**config.mk**
```make
export PLATFORM = sky130hd
export DESIGN_NAME = touch_press_hold_qualifier_flat
export DESIGN_NICKNAME = d
export VERILOG_FILES = /design/src/tphq_pkg.sv /design/src/tphq_if.sv /design/src/tphq_cfg.sv /design/src/tphq_front.sv /design/src/tphq_fifo.sv /design/src/tphq_back.sv /design/src/touch_press_hold_qualifier.sv /design/src/flat_wrapper.sv
export SDC_FILE = /design/constraint.sdc
export NUM_CORES = 1
export LEC_CHECK = 0
export BUFFER_PORTS_ARGS = -buffer_cell sky130_fd_sc_hd__buf_2
export CORE_ASPECT_RATIO = 0.9
export CORE_UTILIZATION = 40
export DETAILED_ROUTE_END_ITERATION = 6
export HOLD_SLACK_MARGIN = 0.06
export MAX_ROUTING_LAYER = met4
export SLEW_MARGIN = 20
export SYNTH_ARGS = -nofsm -noshare
export SYNTH_HDL_FRONTEND = slang
export SYNTH_SLANG_ARGS = --single-unit
export TNS_END_PERCENT = 1
```
**constraint.sdc**
```tcl
create_clock -name clk -period 7.28 [get_ports clk]
set_clock_uncertainty 0.2 [all_clocks]
set_input_delay 0.728 -clock clk [delete_from_list [all_inputs] [get_ports clk]]
set_output_delay 0.728 -clock clk [all_outputs]
set_load 0.02 [all_outputs]
```
**src/tphq_pkg.sv**
```systemverilog
// package for the touch press/hold qualifier
// holds widths, register indexes, codes and the structs shared between modules
// no dependencies

package tphq_pkg;

    // field widths
    localparam int COORD_BITS    = 12;
    localparam int TIME_BITS     = 48;
    localparam int POINT_BITS    = 3;
    localparam int SIZE_BITS     = 13;
    localparam int HOLD_BITS     = 20;
    localparam int FAULT_BITS    = 2;

    // hold limit in microseconds: ms times 1000, and 1000 fits in 10 bits
    localparam int US_PER_MS     = 1000;
    localparam int LIMIT_BITS    = HOLD_BITS + 10;

    // compare width for the clamp, wide enough for coordinate and panel size
    localparam int CMP_BITS      = (COORD_BITS + 1 > SIZE_BITS) ? COORD_BITS + 1 : SIZE_BITS;

    // configuration port
    localparam int APB_ADDR_BITS = 4;
    localparam int APB_DATA_BITS = 32;

    localparam logic [1:0] REG_PANEL_WIDTH  = 2'd0;
    localparam logic [1:0] REG_PANEL_HEIGHT = 2'd1;
    localparam logic [1:0] REG_HOLD_TIME    = 2'd2;

    localparam logic [SIZE_BITS-1:0] RESET_PANEL_WIDTH  = SIZE_BITS'(800);
    localparam logic [SIZE_BITS-1:0] RESET_PANEL_HEIGHT = SIZE_BITS'(480);
    localparam logic [HOLD_BITS-1:0] RESET_HOLD_TIME    = '0;

    // queue between front and back
    localparam int QUEUE_DEPTH   = 2;
    localparam int PTR_BITS      = (QUEUE_DEPTH > 1) ? $clog2(QUEUE_DEPTH) : 1;
    localparam int CNT_BITS      = $clog2(QUEUE_DEPTH + 1);

    // poll classification
    typedef enum logic [1:0] {
        KIND_FAIL  = 2'd0,
        KIND_LIFT  = 2'd1,
        KIND_TOUCH = 2'd2
    } kind_t;

    // fault codes on the result
    typedef enum logic [FAULT_BITS-1:0] {
        FAULT_NONE    = 2'd0,
        FAULT_READ    = 2'd1,
        FAULT_OUTSIDE = 2'd2
    } fault_t;

    // settings seen by the datapath
    typedef struct packed {
        logic [SIZE_BITS-1:0]  panel_width;
        logic [SIZE_BITS-1:0]  panel_height;
        logic                  hold_en;
        logic [LIMIT_BITS-1:0] hold_limit_us;
    } cfg_t;

    // classified poll handed from front to back
    typedef struct packed {
        kind_t                kind;
        logic [COORD_BITS-1:0] x;
        logic [COORD_BITS-1:0] y;
        logic                  outside;
        logic [TIME_BITS-1:0]  now_us;
        logic                  claims;
    } cmd_t;

endpackage

```
**src/tphq_if.sv**
```systemverilog
// channel interfaces for the touch press/hold qualifier
// depends on tphq_pkg

interface tphq_in_if;
    import tphq_pkg::*;

    logic                  valid;
    logic                  ready;
    logic                  read_failed;
    logic [POINT_BITS-1:0] point_count;
    logic [COORD_BITS-1:0] touch_x;
    logic [COORD_BITS-1:0] touch_y;
    logic [TIME_BITS-1:0]  now_us;
    logic                  wake_claims_press;

    modport source (
        output valid, read_failed, point_count, touch_x, touch_y, now_us,
               wake_claims_press,
        input  ready
    );

    modport sink (
        input  valid, read_failed, point_count, touch_x, touch_y, now_us,
               wake_claims_press,
        output ready
    );
endinterface

interface tphq_out_if;
    import tphq_pkg::*;

    logic                  valid;
    logic                  ready;
    logic [COORD_BITS-1:0] pointer_x;
    logic [COORD_BITS-1:0] pointer_y;
    logic                  pointer_down;
    logic                  hold_event;
    logic [FAULT_BITS-1:0] fault_code;
    logic                  press_began;

    modport source (
        output valid, pointer_x, pointer_y, pointer_down, hold_event, fault_code,
               press_began,
        input  ready
    );

    modport sink (
        input  valid, pointer_x, pointer_y, pointer_down, hold_event, fault_code,
               press_began,
        output ready
    );
endinterface

```
**src/tphq_cfg.sv**
```systemverilog
// configuration registers behind the apb-style port
// depends on tphq_pkg; also precomputes the hold limit in microseconds

module tphq_cfg (
    input  logic                               clk,
    input  logic                               rst_n,
    input  logic                               psel,
    input  logic                               penable,
    input  logic                               pwrite,
    input  logic [tphq_pkg::APB_ADDR_BITS-1:0] paddr,
    input  logic [tphq_pkg::APB_DATA_BITS-1:0] pwdata,
    output logic [tphq_pkg::APB_DATA_BITS-1:0] prdata,
    output logic                               pready,
    output tphq_pkg::cfg_t                     cfg
);
    import tphq_pkg::*;

    logic [SIZE_BITS-1:0]  width_reg;
    logic [SIZE_BITS-1:0]  height_reg;
    logic [HOLD_BITS-1:0]  hold_reg;
    logic [LIMIT_BITS-1:0] limit_reg;
    logic [LIMIT_BITS-1:0] limit_next;
    logic                  wr_en;
    logic [1:0]            reg_idx;

    assign pready  = 1'b1;
    assign wr_en   = psel && penable && pwrite;
    assign reg_idx = paddr[3:2];

    // hold time scaled to microseconds, registered at the write
    assign limit_next = LIMIT_BITS'(pwdata[HOLD_BITS-1:0]) * LIMIT_BITS'(US_PER_MS);

    // register writes
    always_ff @(posedge clk or negedge rst_n)
    begin
        if (!rst_n)
        begin
            width_reg  <= RESET_PANEL_WIDTH;
            height_reg <= RESET_PANEL_HEIGHT;
            hold_reg   <= RESET_HOLD_TIME;
            limit_reg  <= '0;
        end
        else if (wr_en)
        begin
            case (reg_idx)
                REG_PANEL_WIDTH:  width_reg  <= pwdata[SIZE_BITS-1:0];
                REG_PANEL_HEIGHT: height_reg <= pwdata[SIZE_BITS-1:0];
                REG_HOLD_TIME:
                begin
                    hold_reg  <= pwdata[HOLD_BITS-1:0];
                    limit_reg <= limit_next;
                end
                default: ;
            endcase
        end
    end

    // register reads
    always_comb
    begin
        case (reg_idx)
            REG_PANEL_WIDTH:  prdata = APB_DATA_BITS'(width_reg);
            REG_PANEL_HEIGHT: prdata = APB_DATA_BITS'(height_reg);
            REG_HOLD_TIME:    prdata = APB_DATA_BITS'(hold_reg);
            default:          prdata = '0;
        endcase
    end

    assign cfg.panel_width   = width_reg;
    assign cfg.panel_height  = height_reg;
    assign cfg.hold_en       = (hold_reg != '0);
    assign cfg.hold_limit_us = limit_reg;

endmodule

```
**src/tphq_front.sv**
```systemverilog
// front part: takes poll items, classifies them and clamps the coordinate
// depends on tphq_pkg and tphq_if; pushes classified items into the queue

module tphq_front (
    tphq_in_if.sink              in_ch,
    input  tphq_pkg::cfg_t       cfg,
    output logic                 push_valid,
    input  logic                 push_ready,
    output tphq_pkg::cmd_t       push_data
);
    import tphq_pkg::*;

    logic [SIZE_BITS-1:0] w_eff;
    logic [SIZE_BITS-1:0] h_eff;
    logic                 x_out;
    logic                 y_out;

    // a zero panel size behaves as one
    assign w_eff = (cfg.panel_width  == '0) ? SIZE_BITS'(1) : cfg.panel_width;
    assign h_eff = (cfg.panel_height == '0) ? SIZE_BITS'(1) : cfg.panel_height;

    assign x_out = CMP_BITS'(in_ch.touch_x) >= CMP_BITS'(w_eff);
    assign y_out = CMP_BITS'(in_ch.touch_y) >= CMP_BITS'(h_eff);

    // classify and clamp
    always_comb
    begin
        push_data.now_us  = in_ch.now_us;
        push_data.claims  = in_ch.wake_claims_press;
        push_data.outside = x_out || y_out;
        push_data.x       = x_out ? COORD_BITS'(w_eff - SIZE_BITS'(1)) : in_ch.touch_x;
        push_data.y       = y_out ? COORD_BITS'(h_eff - SIZE_BITS'(1)) : in_ch.touch_y;
        if (in_ch.read_failed)
            push_data.kind = KIND_FAIL;
        else if (in_ch.point_count == '0)
            push_data.kind = KIND_LIFT;
        else
            push_data.kind = KIND_TOUCH;
    end

    assign push_valid  = in_ch.valid;
    assign in_ch.ready = push_ready;

endmodule

```
**src/tphq_fifo.sv**
```systemverilog
// short queue between front and back parts
// depends on tphq_pkg; holds classified poll items

module tphq_fifo (
    input  logic           clk,
    input  logic           rst_n,
    input  logic           push_valid,
    output logic           push_ready,
    input  tphq_pkg::cmd_t push_data,
    output logic           pop_valid,
    input  logic           pop_ready,
    output tphq_pkg::cmd_t pop_data
);
    import tphq_pkg::*;

    cmd_t                mem_reg [QUEUE_DEPTH];
    logic [PTR_BITS-1:0] wr_ptr_reg;
    logic [PTR_BITS-1:0] rd_ptr_reg;
    logic [CNT_BITS-1:0] count_reg;
    logic [CNT_BITS-1:0] count_next;
    logic                push;
    logic                pop;

    assign push_ready = (count_reg != CNT_BITS'(QUEUE_DEPTH));
    assign pop_valid  = (count_reg != '0);
    assign push       = push_valid && push_ready;
    assign pop        = pop_ready && pop_valid;
    assign pop_data   = mem_reg[rd_ptr_reg];

    always_comb
    begin
        count_next = count_reg;
        if (push && !pop)
            count_next = count_reg + CNT_BITS'(1);
        else if (pop && !push)
            count_next = count_reg - CNT_BITS'(1);
    end

    // storage
    always_ff @(posedge clk)
    begin
        if (push)
            mem_reg[wr_ptr_reg] <= push_data;
    end

    // pointers and fill count
    always_ff @(posedge clk or negedge rst_n)
    begin
        if (!rst_n)
        begin
            wr_ptr_reg <= '0;
            rd_ptr_reg <= '0;
            count_reg  <= '0;
        end
        else
        begin
            count_reg <= count_next;
            if (push)
                wr_ptr_reg <= (wr_ptr_reg == PTR_BITS'(QUEUE_DEPTH - 1)) ? '0
                              : wr_ptr_reg + PTR_BITS'(1);
            if (pop)
                rd_ptr_reg <= (rd_ptr_reg == PTR_BITS'(QUEUE_DEPTH - 1)) ? '0
                              : rd_ptr_reg + PTR_BITS'(1);
        end
    end

endmodule

```
**src/tphq_back.sv**
```systemverilog
// back part: press state, hold timing and the registered result
// depends on tphq_pkg and tphq_if; takes classified items from the queue

module tphq_back (
    input  logic           clk,
    input  logic           rst_n,
    input  tphq_pkg::cfg_t cfg,
    input  logic           cmd_valid,
    output logic           cmd_ready,
    input  tphq_pkg::cmd_t cmd_data,
    tphq_out_if.source     out_ch
);
    import tphq_pkg::*;

    // press state
    logic                  finger_down_reg, finger_down_next;
    logic                  consumed_reg,    consumed_next;
    logic                  block_reg,       block_next;
    logic                  hold_done_reg,   hold_done_next;
    logic [TIME_BITS-1:0]  start_reg,       start_next;
    logic [COORD_BITS-1:0] last_x_reg,      last_x_next;
    logic [COORD_BITS-1:0] last_y_reg,      last_y_next;

    // result register
    logic                  out_valid_reg;
    logic                  down_reg,  down_next;
    logic                  hold_reg,  hold_next;
    fault_t                fault_reg, fault_next;
    logic                  began_reg, began_next;

    logic                  take;
    logic [TIME_BITS-1:0]  held_us;
    logic                  held_enough;

    // the result slot frees whenever the sink takes it
    assign cmd_ready = !out_valid_reg || out_ch.ready;
    assign take      = cmd_valid && cmd_ready;

    // held time, only meaningful while a press is already active
    assign held_us     = cmd_data.now_us - start_reg;
    assign held_enough = held_us >= TIME_BITS'(cfg.hold_limit_us);

    // state update for one item
    always_comb
    begin
        finger_down_next = finger_down_reg;
        consumed_next    = consumed_reg;
        block_next       = block_reg;
        hold_done_next   = hold_done_reg;
        start_next       = start_reg;
        last_x_next      = last_x_reg;
        last_y_next      = last_y_reg;
        down_next        = 1'b0;
        hold_next        = 1'b0;
        fault_next       = FAULT_NONE;
        began_next       = 1'b0;
        case (cmd_data.kind)
            KIND_FAIL:
            begin
                finger_down_next = 1'b0;
                consumed_next    = 1'b0;
                hold_done_next   = 1'b0;
                fault_next       = FAULT_READ;
            end
            KIND_LIFT:
            begin
                finger_down_next = 1'b0;
                consumed_next    = 1'b0;
                hold_done_next   = 1'b0;
                block_next       = 1'b0;
            end
            KIND_TOUCH:
            begin
                last_x_next = cmd_data.x;
                last_y_next = cmd_data.y;
                if (cmd_data.outside)
                    fault_next = FAULT_OUTSIDE;
                if (!finger_down_reg)
                begin
                    // new press: held time is zero so the hold cannot fire yet
                    finger_down_next = 1'b1;
                    consumed_next    = block_reg || cmd_data.claims;
                    block_next       = block_reg || cmd_data.claims;
                    start_next       = cmd_data.now_us;
                    hold_done_next   = 1'b0;
                    began_next       = 1'b1;
                end
                else if (!hold_done_reg && cfg.hold_en && held_enough)
                begin
                    hold_done_next = 1'b1;
                    consumed_next  = 1'b1;
                    block_next     = 1'b1;
                    hold_next      = 1'b1;
                end
                down_next = !consumed_next;
            end
            default: ;
        endcase
    end

    always_ff @(posedge clk or negedge rst_n)
    begin
        if (!rst_n)
        begin
            finger_down_reg <= 1'b0;
            consumed_reg    <= 1'b0;
            block_reg       <= 1'b0;
            hold_done_reg   <= 1'b0;
            start_reg       <= '0;
            last_x_reg      <= '0;
            last_y_reg      <= '0;
            out_valid_reg   <= 1'b0;
        end
        else
        begin
            if (take)
            begin
                finger_down_reg <= finger_down_next;
                consumed_reg    <= consumed_next;
                block_reg       <= block_next;
                hold_done_reg   <= hold_done_next;
                start_reg       <= start_next;
                last_x_reg      <= last_x_next;
                last_y_reg      <= last_y_next;
            end
            if (take)
                out_valid_reg <= 1'b1;
            else if (out_ch.ready)
                out_valid_reg <= 1'b0;
        end
    end

    // result payload
    always_ff @(posedge clk)
    begin
        if (take)
        begin
            down_reg  <= down_next;
            hold_reg  <= hold_next;
            fault_reg <= fault_next;
            began_reg <= began_next;
        end
    end

    // coordinates come from the updated last-known registers
    assign out_ch.valid        = out_valid_reg;
    assign out_ch.pointer_x    = last_x_reg;
    assign out_ch.pointer_y    = last_y_reg;
    assign out_ch.pointer_down = down_reg;
    assign out_ch.hold_event   = hold_reg;
    assign out_ch.fault_code   = fault_reg;
    assign out_ch.press_began  = began_reg;

endmodule

```
**src/touch_press_hold_qualifier.sv**
```systemverilog
// Touch press/hold qualifier: takes one touch-controller poll per item and
// gives one result item per poll. An item is taken every cycle while the
// two-entry queue between the classify stage and the press-state stage has
// room; while the result sink is ready, the press-state stage retires one
// item per cycle, so the sustained rate is then one item per clock. A result
// is registered: the item enters the queue at acceptance and moves into the
// result register when that register is empty or its result is being taken.
// A stalled result holds the result register; a full queue stalls the input.
// Panel size and hold time are written through the apb-style port at byte
// addresses 0, 4 and 8 and should only change while no item is in flight.
// depends on tphq_pkg, tphq_if, tphq_cfg, tphq_front, tphq_fifo, tphq_back

module touch_press_hold_qualifier (
    input  logic                               clk,
    input  logic                               rst_n,
    tphq_in_if.sink                            in_ch,
    tphq_out_if.source                         out_ch,
    input  logic                               psel,
    input  logic                               penable,
    input  logic                               pwrite,
    input  logic [tphq_pkg::APB_ADDR_BITS-1:0] paddr,
    input  logic [tphq_pkg::APB_DATA_BITS-1:0] pwdata,
    output logic [tphq_pkg::APB_DATA_BITS-1:0] prdata,
    output logic                               pready
);
    import tphq_pkg::*;

    cfg_t cfg;
    logic push_valid;
    logic push_ready;
    cmd_t push_data;
    logic pop_valid;
    logic pop_ready;
    cmd_t pop_data;

    // configuration registers
    tphq_cfg u_cfg (
        .clk     (clk),
        .rst_n   (rst_n),
        .psel    (psel),
        .penable (penable),
        .pwrite  (pwrite),
        .paddr   (paddr),
        .pwdata  (pwdata),
        .prdata  (prdata),
        .pready  (pready),
        .cfg     (cfg)
    );

    // classify and clamp
    tphq_front u_front (
        .in_ch      (in_ch),
        .cfg        (cfg),
        .push_valid (push_valid),
        .push_ready (push_ready),
        .push_data  (push_data)
    );

    // decoupling queue
    tphq_fifo u_fifo (
        .clk        (clk),
        .rst_n      (rst_n),
        .push_valid (push_valid),
        .push_ready (push_ready),
        .push_data  (push_data),
        .pop_valid  (pop_valid),
        .pop_ready  (pop_ready),
        .pop_data   (pop_data)
    );

    // press state and result
    tphq_back u_back (
        .clk       (clk),
        .rst_n     (rst_n),
        .cfg       (cfg),
        .cmd_valid (pop_valid),
        .cmd_ready (pop_ready),
        .cmd_data  (pop_data),
        .out_ch    (out_ch)
    );

endmodule
```
**src/flat_wrapper.sv**
```systemverilog
// flat-port wrapper written by rule: the top's interface ports become plain ports
module touch_press_hold_qualifier_flat import tphq_pkg::*;
  (clk, rst_n, psel, penable, pwrite, paddr, pwdata, prdata, pready, in_ch_valid, in_ch_read_failed, in_ch_point_count, in_ch_touch_x, in_ch_touch_y, in_ch_now_us, in_ch_wake_claims_press, in_ch_ready, out_ch_valid, out_ch_pointer_x, out_ch_pointer_y, out_ch_pointer_down, out_ch_hold_event, out_ch_fault_code, out_ch_press_began, out_ch_ready);
  tphq_in_if in_ch_i ();
  tphq_out_if out_ch_i ();
  input  logic clk;
  input  logic rst_n;
  input  logic psel;
  input  logic penable;
  input  logic pwrite;
  input  logic [tphq_pkg::APB_ADDR_BITS-1:0] paddr;
  input  logic [tphq_pkg::APB_DATA_BITS-1:0] pwdata;
  output logic [tphq_pkg::APB_DATA_BITS-1:0] prdata;
  output logic pready;
  input wire logic [$bits(in_ch_i.valid)-1:0] in_ch_valid;
  input wire logic [$bits(in_ch_i.read_failed)-1:0] in_ch_read_failed;
  input wire logic [$bits(in_ch_i.point_count)-1:0] in_ch_point_count;
  input wire logic [$bits(in_ch_i.touch_x)-1:0] in_ch_touch_x;
  input wire logic [$bits(in_ch_i.touch_y)-1:0] in_ch_touch_y;
  input wire logic [$bits(in_ch_i.now_us)-1:0] in_ch_now_us;
  input wire logic [$bits(in_ch_i.wake_claims_press)-1:0] in_ch_wake_claims_press;
  output wire logic [$bits(in_ch_i.ready)-1:0] in_ch_ready;
  output wire logic [$bits(out_ch_i.valid)-1:0] out_ch_valid;
  output wire logic [$bits(out_ch_i.pointer_x)-1:0] out_ch_pointer_x;
  output wire logic [$bits(out_ch_i.pointer_y)-1:0] out_ch_pointer_y;
  output wire logic [$bits(out_ch_i.pointer_down)-1:0] out_ch_pointer_down;
  output wire logic [$bits(out_ch_i.hold_event)-1:0] out_ch_hold_event;
  output wire logic [$bits(out_ch_i.fault_code)-1:0] out_ch_fault_code;
  output wire logic [$bits(out_ch_i.press_began)-1:0] out_ch_press_began;
  input wire logic [$bits(out_ch_i.ready)-1:0] out_ch_ready;
  assign in_ch_i.valid = in_ch_valid;
  assign in_ch_i.read_failed = in_ch_read_failed;
  assign in_ch_i.point_count = in_ch_point_count;
  assign in_ch_i.touch_x = in_ch_touch_x;
  assign in_ch_i.touch_y = in_ch_touch_y;
  assign in_ch_i.now_us = in_ch_now_us;
  assign in_ch_i.wake_claims_press = in_ch_wake_claims_press;
  assign in_ch_ready = in_ch_i.ready;
  assign out_ch_valid = out_ch_i.valid;
  assign out_ch_pointer_x = out_ch_i.pointer_x;
  assign out_ch_pointer_y = out_ch_i.pointer_y;
  assign out_ch_pointer_down = out_ch_i.pointer_down;
  assign out_ch_hold_event = out_ch_i.hold_event;
  assign out_ch_fault_code = out_ch_i.fault_code;
  assign out_ch_press_began = out_ch_i.press_began;
  assign out_ch_i.ready = out_ch_ready;
  touch_press_hold_qualifier u_core (.clk(clk), .rst_n(rst_n), .in_ch(in_ch_i), .out_ch(out_ch_i), .psel(psel), .penable(penable), .pwrite(pwrite), .paddr(paddr), .pwdata(pwdata), .prdata(prdata), .pready(pready));
endmodule
```
Word level (Yosys, flattened, before mapping). Memory sizes are Yosys's and may differ from the RTL's. Index checks and enable logic that the tools add are counted.

Register bits after elaboration: 159. Bits in writable memories: 152. Input bits: 120. Output and inout bits: 64. Logic and storage cells: 104. Memories kept: 1.

Memories: u_core.u_fifo.mem_reg (depth 2, bits a word 76, read ports 1, clocked after Yosys merged registers in 0, write ports 1, line tphq_fifo.sv:16) `cmd_t mem_reg [QUEUE_DEPTH];`.

Add/sub/neg operators: 7. Multipliers: 1. Magnitude comparators: 3. Equal/unequal tests: 6. Multiplexer cells: 29. Bitwise operators: 1. Reductions and logical operators: 37.

Operators by type and width (count): case mux 20 bit (3 select lines) (1); >= comparator 48 x 30 -> 1 bit (1); subtractor 48 bit (1); multiplier 20 x 7 -> 27 bit, second input constant (1); >= comparator 12 x 13 -> 1 bit (2); logical NOT 13 bit (2); two-way mux 13 bit (2); two-way mux 12 bit (2); subtractor 12 x 1 -> 12 bit, second input constant (2); nonzero test 20 bit (1); two-way mux 1 bit (14); AND reduction 2 bit (6); two-way mux 2 bit (5); nonzero test 2 bit (5); AND reduction 3 bit (3); logical AND 1 bit (8); case mux 1 bit (2 select lines) (4); logical NOT 1 bit (5); == test 2 x 1 -> 1 bit, second input constant (2); == test 2 bit, second input constant (2); logical NOT 2 bit (2); case mux 2 bit (2 select lines) (1); logical NOT 3 bit (1); logical OR 1 bit (3); 7 further kinds (8).

Logic depth before layout (Yosys ltp). An unclocked memory read counts as a cell.

Depth in word-level cells: 8. Mapped depth: 29. Depth with buffers taken out: 26.

By module. From an unflattened synthesis, not the netlist that was laid out.

Cell total of the unflattened synthesis: 2046. Area total of the unflattened synthesis: 20946.3 µm².

Modules (own cells, without submodules): tphq_back (instances 1, cells each 882, area an instance 6880.3 µm², sequential area each 2077.0 µm²); tphq_cfg (instances 1, cells each 677, area an instance 6483.7 µm², sequential area each 1785.5 µm²); tphq_fifo (instances 1, cells each 255, area an instance 5814.3 µm², sequential area each 4664.5 µm²); tphq_front (instances 1, cells each 232, area an instance 1767.9 µm², sequential area each 0.0 µm²).

Worst setup path before layout. OpenSTA, ideal clock, no wires.

Path kind: reg-to-reg. Start point: register u_core.u_fifo.rd_ptr_reg. End point: register u_core.u_back.hold_reg (netlist: u_core.u_back.out_ch.hold_event), data pin. Setup time: 255 ps. Arrival: 6548 ps. Required time: 6825 ps. Slack: 277 ps. Cell stages (with the launch flop): 29. Path buffers: 3. Clock period less this slack: 7003 ps. Path through: dfrtp_1 clkbuf_1 clkbuf_1 buf_1 mux2i_1 inv_1 ha_1 nand2b_1 a21oi_1 o2111ai_1 a31o_2 a21oi_1 nand2b_1 a31oi_1 o21ai_0 a21boi_0 xnor2_1 ha_1 nand4_1 nor3_1 a311o_1 or4_1 or4b_1 nor3_2 nand3_1 nor4b_2 nand4_1 or3_1 and3_1.

RTL lines: start, declared (line tphq_fifo.sv:18) `logic [PTR_BITS-1:0] rd_ptr_reg;`; start signal, assigned (line tphq_fifo.sv:62) `rd_ptr_reg <= (rd_ptr_reg == PTR_BITS'(QUEUE_DEPTH - 1)) ? '0`; end signal, assigned (line tphq_back.sv:139) `hold_reg <= hold_next;`; end, declared (line tphq_back.sv:27) `logic hold_reg, hold_next;`.

==> flow_metrics.tcl <==
set metrics [dict create \
    non_filler_instances 2658 \
    worst_r2r_startpoint "u_core.u_fifo.rd_ptr_reg" \
    layout_common_cells "sky130_fd_sc_hd__nand2_1 (164), sky130_fd_sc_hd__ha_1 (160), sky130_fd_sc_hd__edfxtp_1 (157)" \
    critical_path_peak_fanout 9 \
    synth.yosys.seq_area_share_pct 43.3 \
    dr_total_vias 13909 \
    place_area_mm2 0.0214 \
    grt_antenna_before_repair 4 \
    grt_overflow_total 0 \
    syn_area_mm2 0.0197 \
    cts_inserted_buffers 37 \
    worstSetupStartpoint "u_core.u_fifo.rd_ptr_reg" \
    flop_and_latch_count_out_of_synthesis 309 \
    ys.flop_type "sky130_fd_sc_hd__edfxtp_1" \
    totalNegativeSetupSlack_ns 0 \
    leakagePower_nw 9.71 \
    post_synth_main_area_contributors "sky130_fd_sc_hd__edfxtp_1 (24%), sky130_fd_sc_hd__dfrtp_1 (18%), sky130_fd_sc_hd__ha_1 (10%), sky130_fd_sc_hd__fa_1 (7.2%), sky130_fd_sc_hd__mux2_2 (5.7%)" \
    reg_clk_slew_reported_paths_ns 0.06 \
    mostFrequentLayoutCell "sky130_fd_sc_hd__nand2_1" \
    setup.worst_path.class "flop to flop" \
    die-area_mm2 0.0501 \
    rsz_0062_raised_after_global_routing "false" \
    antenna_left 0 \
    avgRoutedWirePerCell_um 17.6 \
    postSynthAreaPerCell_um2 10.8 \
    vias_per_cell 5.23 \
    number_of_cells_in_the_design_after_placement 2584 \
    timing.critical_path.to_type "flop" \
    grt_usage_pct 19.6 \
    critPathSlowestCell "sky130_fd_sc_hd__or4_1" \
    synth_cell_types 77 \
    effective_utilization_at_floorplan_pct 40.8 \
    fmaxAchievable_ghz 0.143 \
    hp-class "input port to asynchronous set/reset pin" \
    timing.critical_path.from_type "flop" \
    finalHoldViolCount 0 \
    cts_num_sinks 309 \
    timing.rr.end "u_core.u_back.block_reg" \
    ys.warnings.count 0 \
    dr.first_iter.drc_count 892 \
    worst_supply_voltage_drop_on_vdd_mv 0.167 \
    layout-drive-gt1-share_pct 20.3 \
    slowest_delay_ns 0.55 \
    power.density_cell_area_mw_per_mm2 499 \
    die_height_um 212 \
    clk_root_buffer_cell "sky130_fd_sc_hd__clkbuf_16" \
    largest_register_ffs 152 \
    areaGrowthSynthToFinish_pct 15.1 \
    setup.worst_path.end "u_core.u_back.block_reg" \
    r2r_slack_ns 0.31 \
    tritoncts "built" \
    via_count_of_the_first_global_routing_pass 13960 \
    report.final.slew_viol_count 0 \
    synth_area_leader_cell "sky130_fd_sc_hd__edfxtp_1" \
    drcViolationCount 0 \
    setup_slack_ns 0.309 \
    grt_start_max_net_pins 97 \
    yosys.area.top_type_share_pct 24.0 \
    drv.max_cap_violation_count 0 \
    area_of_the_placeable_core_mm2 0.0482 \
    cts_h_tree_depth 2 \
    worst-endpoint-required_ns 7.56 \
    final_net_count 2354 \
    synth_enable_flop_cells 157 \
    outcome "finished, final reports clean" \
    dpl_worst_slack_ns 0.0990 \
    fin_area_mm2 0.0227 \
    worstMarginPinSlew_ns 1.03 \
    fill_cells 4449 \
    dp_hpwl_um 35500 \
    worst-r2r-cell-count 25 \
    pin_count 184 \
    async_reset_ff_share_pct 49.2 \
    grt_pass1_wl_um 75400 \
    drt_wl_total_um 46800 \
    period_minus_slack_ns 6.97 \
    dieWidth_um 236 \
    setup_viol 0 \
    dr_pass1_iterations 7 \
    timing.final.crit_share_pct 95.8 \
    synthesis.instances 1815 \
    cp_data_arrival_time_ns 7.25 \
    gp_congestion 0.907 \
    worst_skew_pair.late_latency_ns 0.56 \
    io_buffers 156 \
    critical-path-top-cell-by-count "sky130_fd_sc_hd__or4_1" \
    cts.path.max_buffers 3 \
    num_rows 76 \
    worst_max_slew_margin_expressed_relative_to_the_limit_pct 31.2 \
    cts_hold_buffers 0 \
]
-- timing repair --
action,CTS,global route
gates resized for setup,0,15
endpoints found under the setup margin,0,5
setup buffers,0,1
-- power breakdown --
group          switching [W]  internal [W]  leakage [nW]  total [W]
combinational        0.00387       0.00286          5.84    0.00673
clock               0.000747       0.00110         0.593    0.00185
sequential          0.000257       0.00248          3.28    0.00274
-- critical path: cells and delay by family (launching register included) --
family	cells	cell delay, ns
buffers and inverters	3	0.50
AO/OA/AOI/OAI	5	0.97
AND/OR/NAND/NOR	13	3.41
adder cells (fa/ha/maj)	2	0.67
XOR/XNOR	1	0.29
flip-flops	1	0.47
multiplexers	1	0.37
-- area by class of cell --
cell class              instances  area (um2)  area share [%]
diodes                          5        12.5          0.0552
clock buffers                  51        1060            4.69
clock inverters                17         150           0.663
inverters                     142         533            2.35
multi-input cells            1296       10300            45.6
flip-flops and latches        309        8530            37.7
well taps                     624         781            3.45
repair buffers                214        1250            5.51
-- layer usage --
layer  vias up  share of wire [%]  wire, um  GRT usage, %
li1       6815                  -         -             -
met1      6794                 49     23000          27.1
met2       230                 45     21000          30.0
met3        70                3.6      1710          2.71
met4         0                2.3      1080          6.00
met5         -                  0         0             -
-- through the flow --
| step | hold slack [ns] | utilization [%] | total power, W |
|---|---|---|---|
| floorplan | 0.232 | - | 0.00757 |
| global placement | 0.273 | 44.2 | 0.00928 |
| detailed placement | 0.273 | 44.3 | 0.00939 |
| CTS | 0.105 | 46.8 | 0.0113 |
| global route | 0.143 | 47.0 | 0.0123 |
| finish | 0.0805 | 47.0 | 0.0113 |
-- synthesized netlist by cell type (4+ instances only) --
library cell / instances
sky130_fd_sc_hd__a2111oi_0: 6
sky130_fd_sc_hd__a211oi_1: 10
sky130_fd_sc_hd__a21boi_0: 4
sky130_fd_sc_hd__a21o_1: 27
sky130_fd_sc_hd__a21oi_1: 101
sky130_fd_sc_hd__a31oi_1: 10
sky130_fd_sc_hd__and2_1: 15
sky130_fd_sc_hd__and3_1: 6
sky130_fd_sc_hd__buf_1: 4
sky130_fd_sc_hd__buf_2: 5
sky130_fd_sc_hd__buf_4: 13
sky130_fd_sc_hd__buf_6: 4
sky130_fd_sc_hd__clkbuf_1: 49
sky130_fd_sc_hd__dfrtp_1: 145
sky130_fd_sc_hd__dfstp_2: 7
sky130_fd_sc_hd__edfxtp_1: 157
sky130_fd_sc_hd__fa_1: 71
sky130_fd_sc_hd__ha_1: 163
sky130_fd_sc_hd__inv_1: 142
sky130_fd_sc_hd__mux2_2: 100
sky130_fd_sc_hd__mux2i_1: 50
sky130_fd_sc_hd__nand2_1: 164
sky130_fd_sc_hd__nand2b_1: 17
sky130_fd_sc_hd__nand3_1: 26
sky130_fd_sc_hd__nand4_1: 18
sky130_fd_sc_hd__nor2_1: 99
sky130_fd_sc_hd__nor2b_1: 7
sky130_fd_sc_hd__nor3_1: 28
sky130_fd_sc_hd__nor4_1: 14
sky130_fd_sc_hd__o211ai_1: 9
sky130_fd_sc_hd__o21a_1: 26
sky130_fd_sc_hd__o21ai_0: 136
sky130_fd_sc_hd__o21bai_1: 11
sky130_fd_sc_hd__o22ai_1: 7
sky130_fd_sc_hd__o31ai_1: 13
sky130_fd_sc_hd__o41ai_1: 5
sky130_fd_sc_hd__or3_1: 4
sky130_fd_sc_hd__or4_1: 5
sky130_fd_sc_hd__xnor2_1: 52
sky130_fd_sc_hd__xor2_1: 27
-- how the worst min path moves through the flow --
stage,slack (ns),endpoint,depth (start not counted),from
finish,0.08,u_core.u_back.out_ch.pointer_x[5],1,rst_n
global route,0.14,u_core.u_fifo.mem_reg[0][30],1,in_ch_now_us[29]
CTS,0.11,u_core.u_back.out_ch.pointer_x[5],1,rst_n
detailed placement,0.27,u_core.u_cfg.limit_reg[14],2,u_core.u_cfg.limit_reg[14]
global placement,0.27,u_core.u_cfg.limit_reg[25],2,u_core.u_cfg.limit_reg[25]
floorplan,0.23,u_core.u_back.block_reg,0,rst_n
-- kinds of logic after synthesis --
kind of cell    synth area share, %
buf+inv                        4.84
xor+xnor                       3.52
flops                          43.3
fa+ha+maj                      17.6
compound gates                 12.6
simple gates                   9.77
mux                            8.27
other cells                  0.0382
Power figures use the tool's default switching activity.
